**src/hw/rtl/skf_pkg.sv**
```systemverilog
package skf_pkg;

    // Fixed-point widths
    localparam int unsigned DATA_W  = 32;
    localparam int unsigned GAIN_W  = 17;
    localparam int unsigned DENOM_W = 33;
    localparam int unsigned FRAC_W  = 16;

    // Gain of one in Q0.16, held in 17 bits
    localparam logic [GAIN_W-1:0] ONE_Q16 = 17'h10000;

    // Configuration register indexes (byte address bit 2)
    localparam logic REG_PROCESS_NOISE = 1'b0;
    localparam logic REG_MEASURE_NOISE = 1'b1;

    // Sequencer states
    typedef enum logic [2:0] {
        S_IDLE,
        S_DEN,
        S_DIV,
        S_MUL_X,
        S_MUL_P,
        S_COV,
        S_WB
    } t_state;

    // Divider status seen by the sequencer
    typedef struct packed {
        logic busy;
        logic done;
    } t_div_status;

endpackage

```
**src/hw/rtl/skf_regs.sv**
```systemverilog
module skf_regs (
    input  logic        i_clk,
    input  logic        i_rst_n,
    input  logic        psel,
    input  logic        penable,
    input  logic        pwrite,
    input  logic [2:0]  paddr,
    input  logic [31:0] pwdata,
    output logic [31:0] prdata,
    output logic        pready,
    output logic [31:0] o_process_noise,
    output logic [31:0] o_measure_noise
);

    logic [31:0] r_process_noise;
    logic [31:0] r_measure_noise;
    logic        w_wr;

    assign w_wr   = psel & penable & pwrite;
    assign pready = 1'b1;

    // Write the selected register at the access phase
    always_ff @(posedge i_clk) begin
        if (!i_rst_n) begin
            r_process_noise <= {15'd0, skf_pkg::ONE_Q16};
            r_measure_noise <= '0;
        end else if (w_wr) begin
            unique case (paddr[2])
                skf_pkg::REG_PROCESS_NOISE: r_process_noise <= pwdata;
                skf_pkg::REG_MEASURE_NOISE: r_measure_noise <= pwdata;
                default: ;
            endcase
        end
    end

    // Read back
    always_comb begin
        unique case (paddr[2])
            skf_pkg::REG_PROCESS_NOISE: prdata = r_process_noise;
            skf_pkg::REG_MEASURE_NOISE: prdata = r_measure_noise;
            default:                    prdata = '0;
        endcase
    end

    assign o_process_noise = r_process_noise;
    assign o_measure_noise = r_measure_noise;

endmodule

```
**src/hw/rtl/skf_div.sv**
```systemverilog
module skf_div (
    input  logic                 i_clk,
    input  logic                 i_rst_n,
    input  logic                 i_start,
    input  logic [31:0]          i_dividend,
    input  logic [32:0]          i_divisor,
    output skf_pkg::t_div_status o_status,
    output logic [16:0]          o_quotient
);

    // Restoring divider for floor(dividend * 2^16 / divisor), dividend <= divisor,
    // one quotient bit per cycle, most significant first.
    logic        r_busy;
    logic [4:0]  r_cnt;
    logic [33:0] r_rem;
    logic [32:0] r_div;
    logic [15:0] r_q;
    logic [34:0] w_sub;
    logic        w_ge;
    logic [33:0] w_rem_next;
    logic        w_last;

    assign w_sub      = {1'b0, r_rem} - {2'b00, r_div};
    assign w_ge       = ~w_sub[34];
    assign w_rem_next = w_ge ? w_sub[33:0] : r_rem;
    assign w_last     = (r_cnt == 5'd0);

    // Control: start, count down, stop after the last bit
    always_ff @(posedge i_clk) begin
        if (!i_rst_n) begin
            r_busy <= 1'b0;
            r_cnt  <= '0;
        end else if (i_start) begin
            r_busy <= 1'b1;
            r_cnt  <= 5'(skf_pkg::GAIN_W - 1);
        end else if (r_busy) begin
            if (w_last) begin
                r_busy <= 1'b0;
            end else begin
                r_cnt <= r_cnt - 5'd1;
            end
        end
    end

    // Datapath: subtract, shift the remainder, shift in the quotient bit
    always_ff @(posedge i_clk) begin
        if (i_start) begin
            r_rem <= {2'b00, i_dividend};
            r_div <= i_divisor;
            r_q   <= '0;
        end else if (r_busy) begin
            r_rem <= {w_rem_next[32:0], 1'b0};
            r_q   <= {r_q[14:0], w_ge};
        end
    end

    assign o_status.busy = r_busy;
    assign o_status.done = r_busy & w_last;
    assign o_quotient    = {r_q, w_ge};

endmodule

```
**src/hw/rtl/scalar_kalman_filter.sv**
```systemverilog
// One-dimensional Kalman filter (A = H = 1) on signed Q16.16 samples. Each sample
// transfer gives exactly one estimate transfer. Process noise Q sits at byte address
// 0 and measurement noise R at address 4 (unsigned Q16.16, reset 1.0 and 0); write
// them only while the filter is idle. A sample goes through the denominator step,
// the bit-per-cycle restoring divider that forms the gain, the two passes through
// the one shared 18x34 multiplier, the covariance update and the write-back. When
// the denominator is zero the divider is skipped. The input is not ready while a
// sample is in work, and is ready again in the cycle after the write-back, which
// waits while an earlier estimate has not been taken.
module scalar_kalman_filter (
    input  logic               i_clk,
    input  logic               i_rst_n,
    input  logic               psel,
    input  logic               penable,
    input  logic               pwrite,
    input  logic [2:0]         paddr,
    input  logic [31:0]        pwdata,
    output logic [31:0]        prdata,
    output logic               pready,
    input  logic               i_valid,
    output logic               o_ready,
    input  logic signed [31:0] i_sample,
    output logic               o_valid,
    input  logic               i_ready,
    output logic signed [31:0] o_estimate
);

    skf_pkg::t_state      r_state;
    skf_pkg::t_state      n_state;
    skf_pkg::t_div_status w_div_status;

    logic [31:0]        w_process_noise;
    logic [31:0]        w_measure_noise;
    logic [16:0]        w_quotient;

    logic signed [31:0] r_sample;
    logic signed [31:0] r_last;
    logic [31:0]        r_cov;
    logic [31:0]        r_pm;
    logic [16:0]        r_gain;
    logic signed [33:0] r_diff;
    logic [47:0]        r_prod;
    logic               r_out_valid;
    logic signed [31:0] r_estimate;

    logic               w_in_xfer;
    logic               w_wb;
    logic               w_div_start;
    logic [32:0]        w_pm_sum;
    logic [32:0]        w_denom;
    logic signed [17:0] w_mul_a;
    logic signed [33:0] w_mul_b;
    logic signed [51:0] w_mul_p;

    skf_regs u_regs (
        .i_clk           (i_clk),
        .i_rst_n         (i_rst_n),
        .psel            (psel),
        .penable         (penable),
        .pwrite          (pwrite),
        .paddr           (paddr),
        .pwdata          (pwdata),
        .prdata          (prdata),
        .pready          (pready),
        .o_process_noise (w_process_noise),
        .o_measure_noise (w_measure_noise)
    );

    skf_div u_div (
        .i_clk      (i_clk),
        .i_rst_n    (i_rst_n),
        .i_start    (w_div_start),
        .i_dividend (r_pm),
        .i_divisor  (w_denom),
        .o_status   (w_div_status),
        .o_quotient (w_quotient)
    );

    assign o_ready   = (r_state == skf_pkg::S_IDLE);
    assign w_in_xfer = i_valid & o_ready;

    // Predicted covariance and denominator
    assign w_pm_sum = {1'b0, r_cov} + {1'b0, w_process_noise};
    assign w_denom  = {1'b0, r_pm} + {1'b0, w_measure_noise};

    // Shared multiplier: gain * innovation, then (1 - gain) * predicted covariance
    always_comb begin
        if (r_state == skf_pkg::S_MUL_X) begin
            w_mul_a = {1'b0, r_gain};
            w_mul_b = r_diff;
        end else begin
            w_mul_a = {1'b0, skf_pkg::ONE_Q16 - r_gain};
            w_mul_b = {2'b00, r_pm};
        end
    end
    assign w_mul_p = w_mul_a * w_mul_b;

    // State register
    always_ff @(posedge i_clk) begin
        if (!i_rst_n) begin
            r_state <= skf_pkg::S_IDLE;
        end else begin
            r_state <= n_state;
        end
    end

    // Next state and sequencer strobes
    always_comb begin
        n_state     = r_state;
        w_div_start = 1'b0;
        w_wb        = 1'b0;
        unique case (r_state)
            skf_pkg::S_IDLE: begin
                if (w_in_xfer) n_state = skf_pkg::S_DEN;
            end
            skf_pkg::S_DEN: begin
                if (w_denom == '0) begin
                    n_state = skf_pkg::S_MUL_X;
                end else begin
                    w_div_start = 1'b1;
                    n_state     = skf_pkg::S_DIV;
                end
            end
            skf_pkg::S_DIV: begin
                if (w_div_status.done) n_state = skf_pkg::S_MUL_X;
            end
            skf_pkg::S_MUL_X: n_state = skf_pkg::S_MUL_P;
            skf_pkg::S_MUL_P: n_state = skf_pkg::S_COV;
            skf_pkg::S_COV:   n_state = skf_pkg::S_WB;
            skf_pkg::S_WB: begin
                if (!r_out_valid || i_ready) begin
                    w_wb    = 1'b1;
                    n_state = skf_pkg::S_IDLE;
                end
            end
            default: n_state = skf_pkg::S_IDLE;
        endcase
    end

    // Filter state: last estimate and error covariance
    always_ff @(posedge i_clk) begin
        if (!i_rst_n) begin
            r_last <= '0;
            r_cov  <= '0;
        end else begin
            if (r_state == skf_pkg::S_MUL_P) r_last <= r_last + r_prod[47:16];
            if (r_state == skf_pkg::S_COV)   r_cov  <= r_prod[47:16];
        end
    end

    // Working registers
    always_ff @(posedge i_clk) begin
        if (w_in_xfer) begin
            r_sample <= i_sample;
            r_pm     <= w_pm_sum[32] ? '1 : w_pm_sum[31:0];
        end
        if (r_state == skf_pkg::S_DEN) begin
            r_diff <= {{2{r_sample[31]}}, r_sample} - {{2{r_last[31]}}, r_last};
            if (w_denom == '0) r_gain <= skf_pkg::ONE_Q16;
        end
        if (w_div_status.done) r_gain <= w_quotient;
        if (r_state == skf_pkg::S_MUL_X || r_state == skf_pkg::S_MUL_P) begin
            r_prod <= w_mul_p[47:0];
        end
    end

    // Output register: hold the estimate until it is taken
    always_ff @(posedge i_clk) begin
        if (!i_rst_n) begin
            r_out_valid <= 1'b0;
        end else if (w_wb) begin
            r_out_valid <= 1'b1;
        end else if (i_ready) begin
            r_out_valid <= 1'b0;
        end
    end

    always_ff @(posedge i_clk) begin
        if (w_wb) r_estimate <= r_last;
    end

    assign o_valid    = r_out_valid;
    assign o_estimate = r_estimate;

    // The gain never exceeds one
    a_gain_max: assert property (@(posedge i_clk) disable iff (!i_rst_n)
        (r_state == skf_pkg::S_MUL_X) |-> (r_gain <= skf_pkg::ONE_Q16))
        else $error("gain above one");

    // The divider runs only while the sequencer waits for it
    a_div_idle: assert property (@(posedge i_clk) disable iff (!i_rst_n)
        w_div_status.busy |-> (r_state == skf_pkg::S_DIV))
        else $error("divider busy outside the divide step");

    // The updated covariance never exceeds the predicted one
    a_cov_shrink: assert property (@(posedge i_clk) disable iff (!i_rst_n)
        (r_state == skf_pkg::S_COV) |-> (r_prod[47:16] <= r_pm))
        else $error("covariance grew in the update");

    // A new estimate appears only out of the write-back step
    a_wb_only: assert property (@(posedge i_clk) disable iff (!i_rst_n)
        (w_wb == 1'b0 && r_out_valid == 1'b0) |=> !r_out_valid)
        else $error("estimate valid without write-back");

endmodule

```
**config.mk**
```make
export PLATFORM = sky130hd
export DESIGN_NAME = scalar_kalman_filter
export DESIGN_NICKNAME = d
export VERILOG_FILES = /design/src/hw/rtl/skf_pkg.sv /design/src/hw/rtl/skf_regs.sv /design/src/hw/rtl/skf_div.sv /design/src/hw/rtl/scalar_kalman_filter.sv
export SDC_FILE = /design/constraint.sdc
export NUM_CORES = 2
export LEC_CHECK = 0
export BUFFER_PORTS_ARGS = -buffer_cell sky130_fd_sc_hd__buf_4
export CELL_PAD_IN_SITES_DETAIL_PLACEMENT = 1
export CELL_PAD_IN_SITES_GLOBAL_PLACEMENT = 2
export CORE_MARGIN = 2
export CORE_UTILIZATION = 37
export DETAILED_ROUTE_END_ITERATION = 12
export PLACE_DENSITY_LB_ADDON = 0.1
export SYNTH_ARGS = -nofsm -noshare
export SYNTH_HDL_FRONTEND = slang
export SYNTH_SLANG_ARGS = --single-unit
```
**constraint.sdc**
```tcl
create_clock -name i_clk -period 8.47 [get_ports i_clk]
set_input_delay 0.4235 -clock i_clk [delete_from_list [all_inputs] [get_ports i_clk]]
set_output_delay 0.4235 -clock i_clk [all_outputs]
set_load 0.05 [all_outputs]
```
# Word level (Yosys, flattened, before mapping)

Cells that the tools add are included.

Flip-flop bits (word level): 416
Logic and storage cells: 88

Muxes and demuxes: 26
Multipliers: 1
Bitwise gates (word level): 8
Eq/ne operators: 10
$add $sub $neg: 7
Reduce and logical (&&, ||, !) cells: 17

Operator list:

| cell                                             | count |
|---|---|
| 2-to-1 mux 17 bit                                | 4 |
| adder 32 x 32 -> 33 bit                          | 2 |
| 2-to-1 mux 32 bit                                | 2 |
| one-hot mux 32 bit (2 select lines)              | 1 |
| multiplier 18 x 34 -> 48 bit                     | 1 |
| subtractor 34 x 33 -> 35 bit                     | 1 |
| 2-to-1 mux 34 bit                                | 1 |
| zero test 33 bit                                 | 1 |
| 2-to-1 mux 33 bit                                | 1 |
| subtractor 32 x 32 -> 33 bit                     | 1 |
| adder 32 bit                                     | 1 |
| one-hot mux 3 bit (7 select lines)               | 1 |
| subtractor 17 bit, first input constant          | 1 |
| 2-to-1 mux 5 bit                                 | 3 |
| 2-to-1 mux 1 bit                                 | 10 |
| AND reduction 2 bit                              | 5 |
| == test 3 bit, second input constant             | 3 |
| 2-to-1 mux 3 bit                                 | 3 |
| nonzero test 2 bit                               | 4 |
| == test 3 x 2 -> 1 bit, second input constant    | 2 |
| != test 2 x 1 -> 1 bit, second input constant    | 3 |
| zero test 5 bit                                  | 1 |
| subtractor 5 x 1 -> 5 bit, second input constant | 1 |
| bitwise AND 1 bit                                | 4 |
| 8 further kinds                                  | 12 |

# Logic depth before layout (Yosys ltp)

Depth in word-level cells: 6
Mapped depth: 33
Gate-level depth less buffers: 31

# By module

A second synthesis with hierarchy kept.

Cell total of the unflattened synthesis: 4516
Area, all modules: 41568.6 µm²

Modules (own cells, without submodules):

| module               | cells each | area an instance (µm²) | times used |
|---|---|---|---|
| scalar_kalman_filter | 3657       | 33171.8                | 1 |
| skf_div              | 576        | 5577.8                 | 1 |
| skf_regs             | 283        | 2819.0                 | 1 |

# Worst setup path before layout

Ideal clock, no wire load.

Kind: flip-flop to flip-flop
Start point: reg r_state[1]
End point: reg r_prod[47] (data pin)
Data required time: 8.210 ns
Arrival: 7.619 ns
Stages on the path, launching flop included: 30
Buffers on the path: 2
Path slack: 0.591 ns
Cells stage by stage: dfxtp_1 > nor2b_1 > and2_1 > clkbuf_1 > buf_1 > mux2i_1 > nor2_1 > fa_1 > inv_1 > fa_1 > fa_1 > inv_1 > fa_1 > fa_1 > inv_1 > fa_1 > inv_1 > ha_1 > a21o_1 > a21o_1 > a2bb2oi_1 > nand3_1 > nand3_1 > a21oi_1 > a22o_1 > a221o_1 > a21oi_1 > o21ai_0 > a21oi_1 > xnor2_1

Word-level cells in the longest chain between the ends: 3
Elaborated cells on any way between the ends: 4
Classes of those cells: mul (1); eq/ne (1); mux (2)

RTL lines:

| element                                                       | line                        | text |
|---|---|---|
| start, declared                                               | scalar_kalman_filter.sv:28  | `skf_pkg::t_state r_state;` |
| start signal, assigned                                        | scalar_kalman_filter.sv:101 | `r_state <= skf_pkg::S_IDLE;` |
| start signal, assigned                                        | scalar_kalman_filter.sv:103 | `r_state <= n_state;` |
| == test 3 x 2 -> 1 bit (*)                                    | scalar_kalman_filter.sv:88  | `if (r_state == skf_pkg::S_MUL_X) begin` |
| 2-to-1 mux 17 bit / 2-to-1 mux 34 bit (equally long branches) | scalar_kalman_filter.sv:88  |  |
| multiplier 18 x 34 -> 48 bit (*)                              | scalar_kalman_filter.sv:96  | `assign w_mul_p = w_mul_a * w_mul_b;` |
| net w_mul_p[47]                                               | scalar_kalman_filter.sv:53  | `logic signed [51:0] w_mul_p;` |
| end signal, assigned                                          | scalar_kalman_filter.sv:163 | `r_prod <= w_mul_p[47:0];` |
| end, declared                                                 | scalar_kalman_filter.sv:42  | `logic [47:0] r_prod;` |

Mark *: on every way through the listed nets, which the timed path passes. The rest lies on a longest branch.
A chain may end at the register's enable or synchronous reset.

# Worst setup path after layout

Start point: reg r_gain[2]
End point: reg r_prod[46] (data pin)

Word-level cells in the longest chain between the ends: 3

RTL lines:

| element                          | line                        | text |
|---|---|---|
| start, declared                  | scalar_kalman_filter.sv:40  | `logic [16:0] r_gain;` |
| start signal, assigned           | scalar_kalman_filter.sv:159 | `if (w_denom == '0) r_gain <= skf_pkg::ONE_Q16;` |
| start signal, assigned           | scalar_kalman_filter.sv:161 | `if (w_div_status.done) r_gain <= w_quotient;` |
| subtractor 17 bit                | scalar_kalman_filter.sv:92  | `w_mul_a = {1'b0, skf_pkg::ONE_Q16 - r_gain};` |
| 2-to-1 mux 17 bit (*)            | scalar_kalman_filter.sv:88  |  |
| multiplier 18 x 34 -> 48 bit (*) | scalar_kalman_filter.sv:96  |  |
| net w_mul_p[46]                  | scalar_kalman_filter.sv:53  |  |

Marks and branches as above.

==> flow_summary_export.csv <==
group,metric,value,unit
synthesis,netlist_area,0.0408,sq mm
cells_and_area,multi_input_comb_area,0.0273,sq mm
detailed_routing,drc_errors,0,
detailed_routing,detailedRoute.firstIterationViolations,1651,
synthesis,flip_flop_and_latch_count_after_synthesis,399,
synthesis,yosysWarningCount,0,
synthesis,edff_count_synth,243,
synthesis,synth_top_area_frac,0.255,
cells_and_area,area_growth_synth_to_finish,13.7,%
cells_and_area,final_cell_mix,"sky130_fd_sc_hd__nand2_1, sky130_fd_sc_hd__inv_1, sky130_fd_sc_hd__fa_1, sky130_fd_sc_hd__nor2_1, sky130_fd_sc_hd__buf_4",
critical_path,critical_path_buf_inv_count,9,
cells_and_area,post_layout_nets,5522,
detailed_routing,drt_first_pass_iters,7,
timing,finClkSkew,0.0241,ns
min_path,timing.hold.worst.class,"input port to flip-flop",
synthesis,dominantRegCellSynth,"sky130_fd_sc_hd__edfxtp_1",
cells_and_area,sequential_cell_area,0.0104,sq mm
synthesis,leading_cell_types_by_total_area_after_synthesis,"sky130_fd_sc_hd__fa_1, sky130_fd_sc_hd__edfxtp_1, sky130_fd_sc_hd__ha_1",
timing,final_max_slew_viol_count,0,
cells_and_area,stdcell_count,6170,
critical_path,timing.critical_path.slowest_cell_delay,0.54,ns
timing,timing.max_slew.rel_slack,0.178,
synthesis,syn_nets,5304,
placed_design,portBuffers,137,
critical_path,criticalPathCategory,"flip-flop to flip-flop",
floorplan,floorplan.io_pins,141,
critical_path,setup.reg_to_reg.worst_slack,0.40,ns
detailed_routing,detailroute.via_count,31100,
timing,fmax,0.124,GHz
detailed_routing,ant_nets,0,
grt,grt_pass1_wl,207000,microns
status,outcome,"finished, final reports clean",
floorplan,die_h,336,microns
synthesis,synth_area_leader_cell,"sky130_fd_sc_hd__fa_1",
synthesis,synth-seq-area-share,0.255,
cts,cts_max_path_buffers,3,
detailed_routing,route.final.wire_length,135000,microns
critical_path,worstPathArrival,8.40,ns
grt,initial_antenna_violation_count,5,
timing,finalHoldViolCount,0,
job,drv_cap,0,
critical_path,worstPathRequired,8.80,ns
critical_path,crit_path_top_delay_cell,"sky130_fd_sc_hd__fa_1",
placed_design,place.detailed.instances,6056,
cts,cts_tree,"yes",
detailed_routing,drt-wirelength-per-cell,21.9,microns
cells_and_area,fill_cells,12500,
timing,min_period_over_period,0.953,
synthesis,netlist-cell-type-count,78,
grt,via_count_of_the_first_global_routing_pass,33200,
placed_design,gpl.final_weighted_congestion,0.877,
cts,insertion_delay,0.60,ns
cells_and_area,drive_above_1_share,0.103,
grt,globalRoute.totalOverflow,0,
critical_path,cp_max_fo,19,
floorplan,rows,121,
cts,path_clk_slew,0.07,ns
cts,root_buffer,"sky130_fd_sc_hd__clkbuf_16",
floorplan,die_x,336,microns
timing,final.min_clock_period,8.07,ns
critical_path,cp_common_cell,"sky130_fd_sc_hd__fa_1",
cells_and_area,layout.cells.most_common,"sky130_fd_sc_hd__nand2_1",
critical_path,critPathLaunchType,"flip-flop",
floorplan,initial_utilization,0.374,
critical_path,timing.critical_path.to_type,"flip-flop",
floorplan,core_area,0.109,sq mm
synthesis,avg_synthesized_cell_area,9.20,sq um
cts,total_cts_buffers,44,
cts,htree_levels,2,
detailed_routing,vias_per_cell,5.04,
synthesis,synthCells,4438,
critical_path,timing.critical_path.max_delay_family,"adder cells",
grt,grt_max_degree,73,
cts,cts.sinks,399,
floorplan,die_area,0.113,sq mm
grt,global_route.usage.total,0.244,
placed_design,total_half_perimeter_wirelength_after_legalization_and_detailed_placement,112000,microns
synthesis,async_reset_ff_frac,0,
timing,setup_violations,0,
timing,worst-slew-pin-transition,1.23,ns
[registers in the layout, indices dropped and copies added (netlist names)]
register / cells
u_regs.o_process_noise: 32
o_estimate: 32
r_prod: 32
r_state: 3
u_div.r_rem: 34
r_gain: 17
r_cov: 32
u_regs.o_measure_noise: 32
u_div.r_cnt: 5
u_div.r_q: 16
r_sample: 32
o_valid: 1
r_pm: 32
r_last: 32
u_div.r_busy: 1
r_diff: 33
u_div.r_div: 33
[Yosys cell counts (all sizes together) (3+ instances only)]
library cell  instances
and3                 37
o31a                  5
xor2                 71
clkbuf              138
nor4                  9
a311oi                4
o21a                 37
nand2b               37
a2111oi               7
edfxtp              243
nor2b                33
mux2                 66
nand3b                6
mux2i                51
nor3b                 8
dfxtp               156
o21bai               13
o2111ai               3
o211ai                7
nand2               746
a211o                 7
a21oi               169
o22ai                 5
nor3                 40
or2                   6
a211oi               25
buf                  19
inv                 711
fa                  519
o311ai                3
a21o                 79
nor2                385
o21ai               113
ha                  273
nand4                14
and4                  5
a31oi                20
o31ai                 7
xnor2               121
and2                 42
o21ba                 3
a21boi              112
nand3                40
or3                  11
[final cells by class]
cell class              instances  share of cell area
diodes                          2            0.000108
clock buffers                  62              0.0276
clock inverters                20             0.00458
inverters                     711              0.0575
multi-input cells            3171               0.588
flip-flops and latches        399               0.225
well taps                    1476              0.0398
repair buffers                329              0.0577
[kinds of logic after synthesis]
family	share of synthesized area
fa+ha+maj	0.338
other cells	0.0000919
simple gates	0.148
buf+inv	0.0808
xor+xnor	0.0412
flops	0.255
mux	0.0329
compound gates	0.103
[through the flow]
| stage | setup slack (ns) | TNS, ns | hold slack (ns) | util | area [sq um] |
|---|---|---|---|---|---|
| 2_1_floorplan | 0.591 | 0 | 0.439 | - | 40800 |
| 3_3_place_gp | 0.143 | 0 | 0.465 | 0.408 | 44500 |
| 3_5_place_dp | 0.0732 | 0 | 0.470 | 0.408 | 44500 |
| 4_1_cts | 0.0317 | 0 | 0.000560 | 0.424 | 46300 |
| 5_1_grt | -0.0221 | -0.0581 | 0.0128 | 0.425 | 46400 |
| 6_report | 0.397 | 0 | 0.0463 | 0.425 | 46400 |
[worst register-to-register path, delay by kind of cell (launching register included)]
| family | cells | cell delay (ns) |
|---|---|---|
| AO/OA/AOI/OAI | 7 | 1.54 |
| XOR/XNOR | 2 | 0.35 |
| adder cells (fa/ha/maj) | 7 | 3.31 |
| buffers and inverters | 9 | 0.96 |
| flip-flops | 1 | 0.42 |
| AND/OR/NAND/NOR | 7 | 1.27 |
[what timing repair did]
item	4_1_cts	5_1_grt
buffers inserted	0	3
resized for setup	0	14
hold endpoints to repair	27	0
setup endpoints to repair	0	14
hold buffers	27	0
[per-layer routing]
metal,global-route usage,vias to the layer above,share of wire
met1,0.340,15900,0.47
met2,0.414,410,0.48
met5,0,-,0.00028
met4,0.0393,6,0.015
met3,0.0280,99,0.034
li1,-,14700,-
[worst paths after layout]
kind / cells after the start / endpoint / from
setup / recovery: 32 / r_prod[46] / r_gain[2]
hold / removal: 1 / r_sample[22] / i_sample[22]
setup reg to reg: 32 / r_prod[46] / r_gain[2]
hold reg to reg: 2 / r_cov[26] / r_cov[26]
Power is left out: the tool's default activity adds up to more than one toggle a clock period on the data nets, which glitch-free logic cannot reach.
